===== config.mk =====
export PLATFORM = sky130hd
export DESIGN_NAME = pdvl_merge
export DESIGN_NICKNAME = d
export VERILOG_FILES = /design/src/pdvl_pkg.sv /design/src/pdvl_merge.sv
export SDC_FILE = /design/constraint.sdc
export NUM_CORES = 1
export LEC_CHECK = 0
export BUFFER_PORTS_ARGS = -buffer_cell sky130_fd_sc_hd__clkbuf_2
export CAP_MARGIN = 0
export CORE_ASPECT_RATIO = 0.5
export CORE_MARGIN = 8
export CORE_UTILIZATION = 40
export CTS_CLUSTER_DIAMETER = 60
export DETAILED_ROUTE_END_ITERATION = 6
export GPL_ROUTABILITY_DRIVEN = 0
export PLACE_DENSITY = 0.69
export SYNTH_ARGS = -nofsm -noshare
export SYNTH_HDL_FRONTEND = slang
export SYNTH_SLANG_ARGS = --single-unit

===== constraint.sdc =====
create_clock -name clk_i -period 17.15 [get_ports clk_i]
set_input_delay 4.2875 -clock clk_i [delete_from_list [all_inputs] [get_ports clk_i]]
set_output_delay 4.2875 -clock clk_i [all_outputs]
set_load 0.01 [all_outputs]

===== src/pdvl_pkg.sv =====
// shared types and constants for the pd velocity limiter
`timescale 1ns / 1ps
package pdvl_pkg;

  localparam int unsigned PosW   = 32;
  localparam int unsigned GainW  = 16;
  localparam int unsigned LimW   = 24;
  localparam int unsigned VelW   = 25;
  localparam int unsigned TermW  = 43;
  localparam int unsigned RemW   = 45;
  localparam int unsigned ErrMagW = 33;
  localparam int unsigned CntW   = 5;
  localparam int unsigned CfgIdxW = 2;
  localparam int unsigned NumAxes = 3;

  localparam logic [CfgIdxW-1:0] CfgKp       = 2'd0;
  localparam logic [CfgIdxW-1:0] CfgKd       = 2'd1;
  localparam logic [CfgIdxW-1:0] CfgSpeedLim = 2'd2;
  localparam logic [CfgIdxW-1:0] CfgArrTol   = 2'd3;

  localparam logic [CntW-1:0] DivLastBit = 5'd23;

  typedef struct packed {
    logic tgt_we;
    logic pos_we;
    logic err_en;
    logic mul_en;
    logic sum_en;
    logic div_init;
    logic div_step;
    logic lim_bit;
  } lane_ctrl_t;

  typedef struct packed {
    logic [TermW-1:0] largest;
    logic             over;
    logic             arrived;
  } merge_res_t;

endpackage


===== src/pdvl_merge.sv =====
// combines lane magnitudes into largest term, limit flag and arrived
`timescale 1ns / 1ps
module pdvl_merge (
  input  logic                              clk_i,
  input  logic                              en_i,
  input  logic [pdvl_pkg::TermW-1:0]        mag_i [pdvl_pkg::NumAxes],
  input  logic [pdvl_pkg::ErrMagW-1:0]      err_mag_i [pdvl_pkg::NumAxes],
  input  logic [pdvl_pkg::LimW-1:0]         speed_limit_i,
  input  logic [pdvl_pkg::LimW-1:0]         tol_i,
  output pdvl_pkg::merge_res_t              res_o
);
  pdvl_pkg::merge_res_t res_q, res_d;
  logic [pdvl_pkg::TermW-1:0] m01;

  always_comb begin
    m01           = (mag_i[1] > mag_i[0]) ? mag_i[1] : mag_i[0];
    res_d.largest = (mag_i[2] > m01) ? mag_i[2] : m01;
    res_d.over    = res_d.largest >
                    {{(pdvl_pkg::TermW-pdvl_pkg::LimW){1'b0}}, speed_limit_i};
    res_d.arrived = 1'b1;
    for (int i = 0; i < pdvl_pkg::NumAxes; i++) begin
      if (err_mag_i[i] > {{(pdvl_pkg::ErrMagW-pdvl_pkg::LimW){1'b0}}, tol_i}) begin
        res_d.arrived = 1'b0;
      end
    end
  end

  always_ff @(posedge clk_i) begin
    if (en_i) begin
      res_q <= res_d;
    end
  end

  assign res_o = res_q;
endmodule


==> metrics.txt <==
RSZ-0062 raised after global routing=no; Critical Path Fanout Max=51; CTS tree=done; pin count of the biggest net entering global routing=52; Reg clk slew, reported paths=0.06 ns; Pwr Density=61.7 mW/mm²; post-synth top area share=30.5%; io pins=323; TritonCTS buffer count=5; initial core utilization=40.7%; mean post-synth cell area=8.10 µm²; Synth area leaders=ha_1 (31%), edfxtp_1 (18%), a21oi_1 (7.6%), inv_1 (5.1%), nand4_1 (4.1%); DIE HEIGHT=113 µm; DRT iter0 DRCs=334; family with the most delay on the worst path=simple AND/OR/NAND/NOR gates; beginning of the worst hold path=mag_i[42]; Netlist cell types=51; vias per cell=5.59; All-Layer GR Usage=22.1%; startpoint types=input pin; port bufs=322; Worst Path Required=17.16 ns; proportion of layout cells with a drive suffix above 1=28.8%; Pleak=0.00510 µW; asr flop ratio synth=0%; Final setup viols=0; global-route wire length before repair=42.8 mm; Crit-path slowest cell=nor2_4; CP dominant cell by count=nand4_1; Post-DP HPWL=23.6 mm; CTS sink cnt=45; period utilization=67.2%; Die X-Extent=209 µm; DRT antenna net count=0; grt ovf=0; CP max stage delay=0.80 ns; Mapped Nets=1,381; dominant cell type by area after synthesis=ha_1; min cycle time layout=11.53 ns; area grow syn2layout=26.7%; synthesized flop and latch total=45; met2 WL=13.4 mm; Mapped Area=0.00746 mm²; DR DRC count=0; postcts setup bufs=0; number of enable flip-flop cells after synthesis=45; Max-slew headroom=16.4%; Setup crit end kind=flop; TritonRoute pass-1 iters=4; nets@finish=1,682; HP Class=in -> reg; Top FF cell, synth=edfxtp_1; Area after DPL=0.00929 mm²; status=complete, no violations; CP Buf/Inv Count=3; Final Max Tran Viols=0; DRT met1 WL=11.0 mm; worst vdd ir=0.0436 mV; Vias=8,188; Rows=35; max FFs per register=45; Routed Wire Length=27.2 mm; H-tree Lvls=2; synth warn=0; CTS Root Cell=clkbuf_16; Slew @ Worst Pin=1.25 ns; initial antenna violation count=4; routed wire length on met3=2.27 mm; setup_tns=0 ns; Avg WL per Cell=18.6 µm; CP arrival=11.54 ns; Core ar.=0.0183 mm²; CP startpoint=mag_i[127]; design area=0.00946 mm²; Synth Instances=921; # Max-Cap Violations=0; Max Fclk=86.8 MHz; Fin. Hold Viols=0; Hold-fix buffers, CTS=0; Post-CTS Resized=0; Max Root-Sink Buffers=2; sequential area share after synthesis=18.1%; DIE AREA=0.0236 mm²; number of global-route vias before repair=8,572; CP Class=in -> reg; highest metal used=met5
==> worst paths after layout <==
kind | depth (start not counted) | to | slack [ns]
worst max-delay path | 30 | res_o[1] | 5.62
worst min-delay path | 3 | res_o[44] | 4.36
==> metrics by stage <==
stage / hold slack (ns) / setup WS, ns / utilization [%] / std cells / total power [µW]
CTS: 4.35 / 5.67 / 51.5 / 1462 / 584
global route: 4.38 / 4.87 / 51.5 / 1463 / 631
floorplan: 4.40 / 6.71 / - / 921 / 356
global placement: 4.65 / 5.46 / 50.6 / 1455 / 467
finish: 4.36 / 5.62 / 51.5 / 1464 / 583
detailed placement: 4.64 / 5.39 / 50.6 / 1455 / 476
==> routing by layer <==
metal  GRT usage [%]  vias to the layer above
li1                -                     4083
met1            25.6                     3775
met4            4.34                        6
met2            40.7                      290
met3            5.65                       34
met5               0                        -
==> layout make-up <==
| class | count | area (µm²) |
|---|---|---|
| multi-input cells | 740 | 5600 |
| clock buffers | 5 | 125 |
| inverters | 102 | 383 |
| diodes | 2 | 5.00 |
| clock inverters | 2 | 35.0 |
| fillers | 1808 | 8890 |
| well taps | 240 | 300 |
| flip-flops and latches | 45 | 1350 |
| repair buffers | 328 | 1660 |
==> placed cells by master (no fill, tap or decap), drive strengths merged, types with 3 or more instances in the layout <==
cell	count
a211oi	19
a21boi	4
a21o	32
a21oi	114
a221oi	4
a311o	3
a311oi	3
a31oi	5
and2	3
and3	27
and4	15
buf	6
clkbuf	327
edfxtp	45
ha	182
inv	102
mux2i	6
nand2	39
nand2b	4
nand3	12
nand4	49
nor2	81
nor2b	13
nor3	11
nor4	10
o211ai	3
o21a	22
o21ai	38
o221ai	14
o22ai	5
o41ai	3
==> kinds of logic after synthesis <==
logic type	synth area share, %
compound gates	23.9
simple gates	19.4
fa+ha+maj	30.5
buf+inv	7.14
flops	18.1
mux	0.955
==> tightest hold or removal path, stage by stage <==
cell and delay (ns):
clkbuf_2 0.10, a21oi_1 0.05, nor2_1 0.09
==> synth_stat cells (all sizes together) (5+ instances only) <==
| cell | n |
|---|---|
| ha | 182 |
| a21oi | 114 |
| inv | 102 |
| nor2 | 81 |
| nand4 | 49 |
| edfxtp | 45 |
| nand2 | 39 |
| o21ai | 38 |
| a21o | 32 |
| and3 | 27 |
| clkbuf | 26 |
| o21a | 22 |
| a211oi | 19 |
| and4 | 15 |
| o221ai | 14 |
| nor2b | 13 |
| nand3 | 12 |
| nor3 | 11 |
| nor4 | 10 |
| buf | 8 |
| mux2i | 6 |
| a31oi | 5 |
| o22ai | 5 |
==> where the power goes <==
group / internal (µW) / switching (µW) / leakage (µW) / total, µW
Sequential: 150 / 7.89 / 0.000442 / 158
Clock: 67.6 / 39.2 / 0.0000797 / 107
Combinational: 134 / 184 / 0.00457 / 318
No activity file was read; power rests on OpenSTA's default activity.
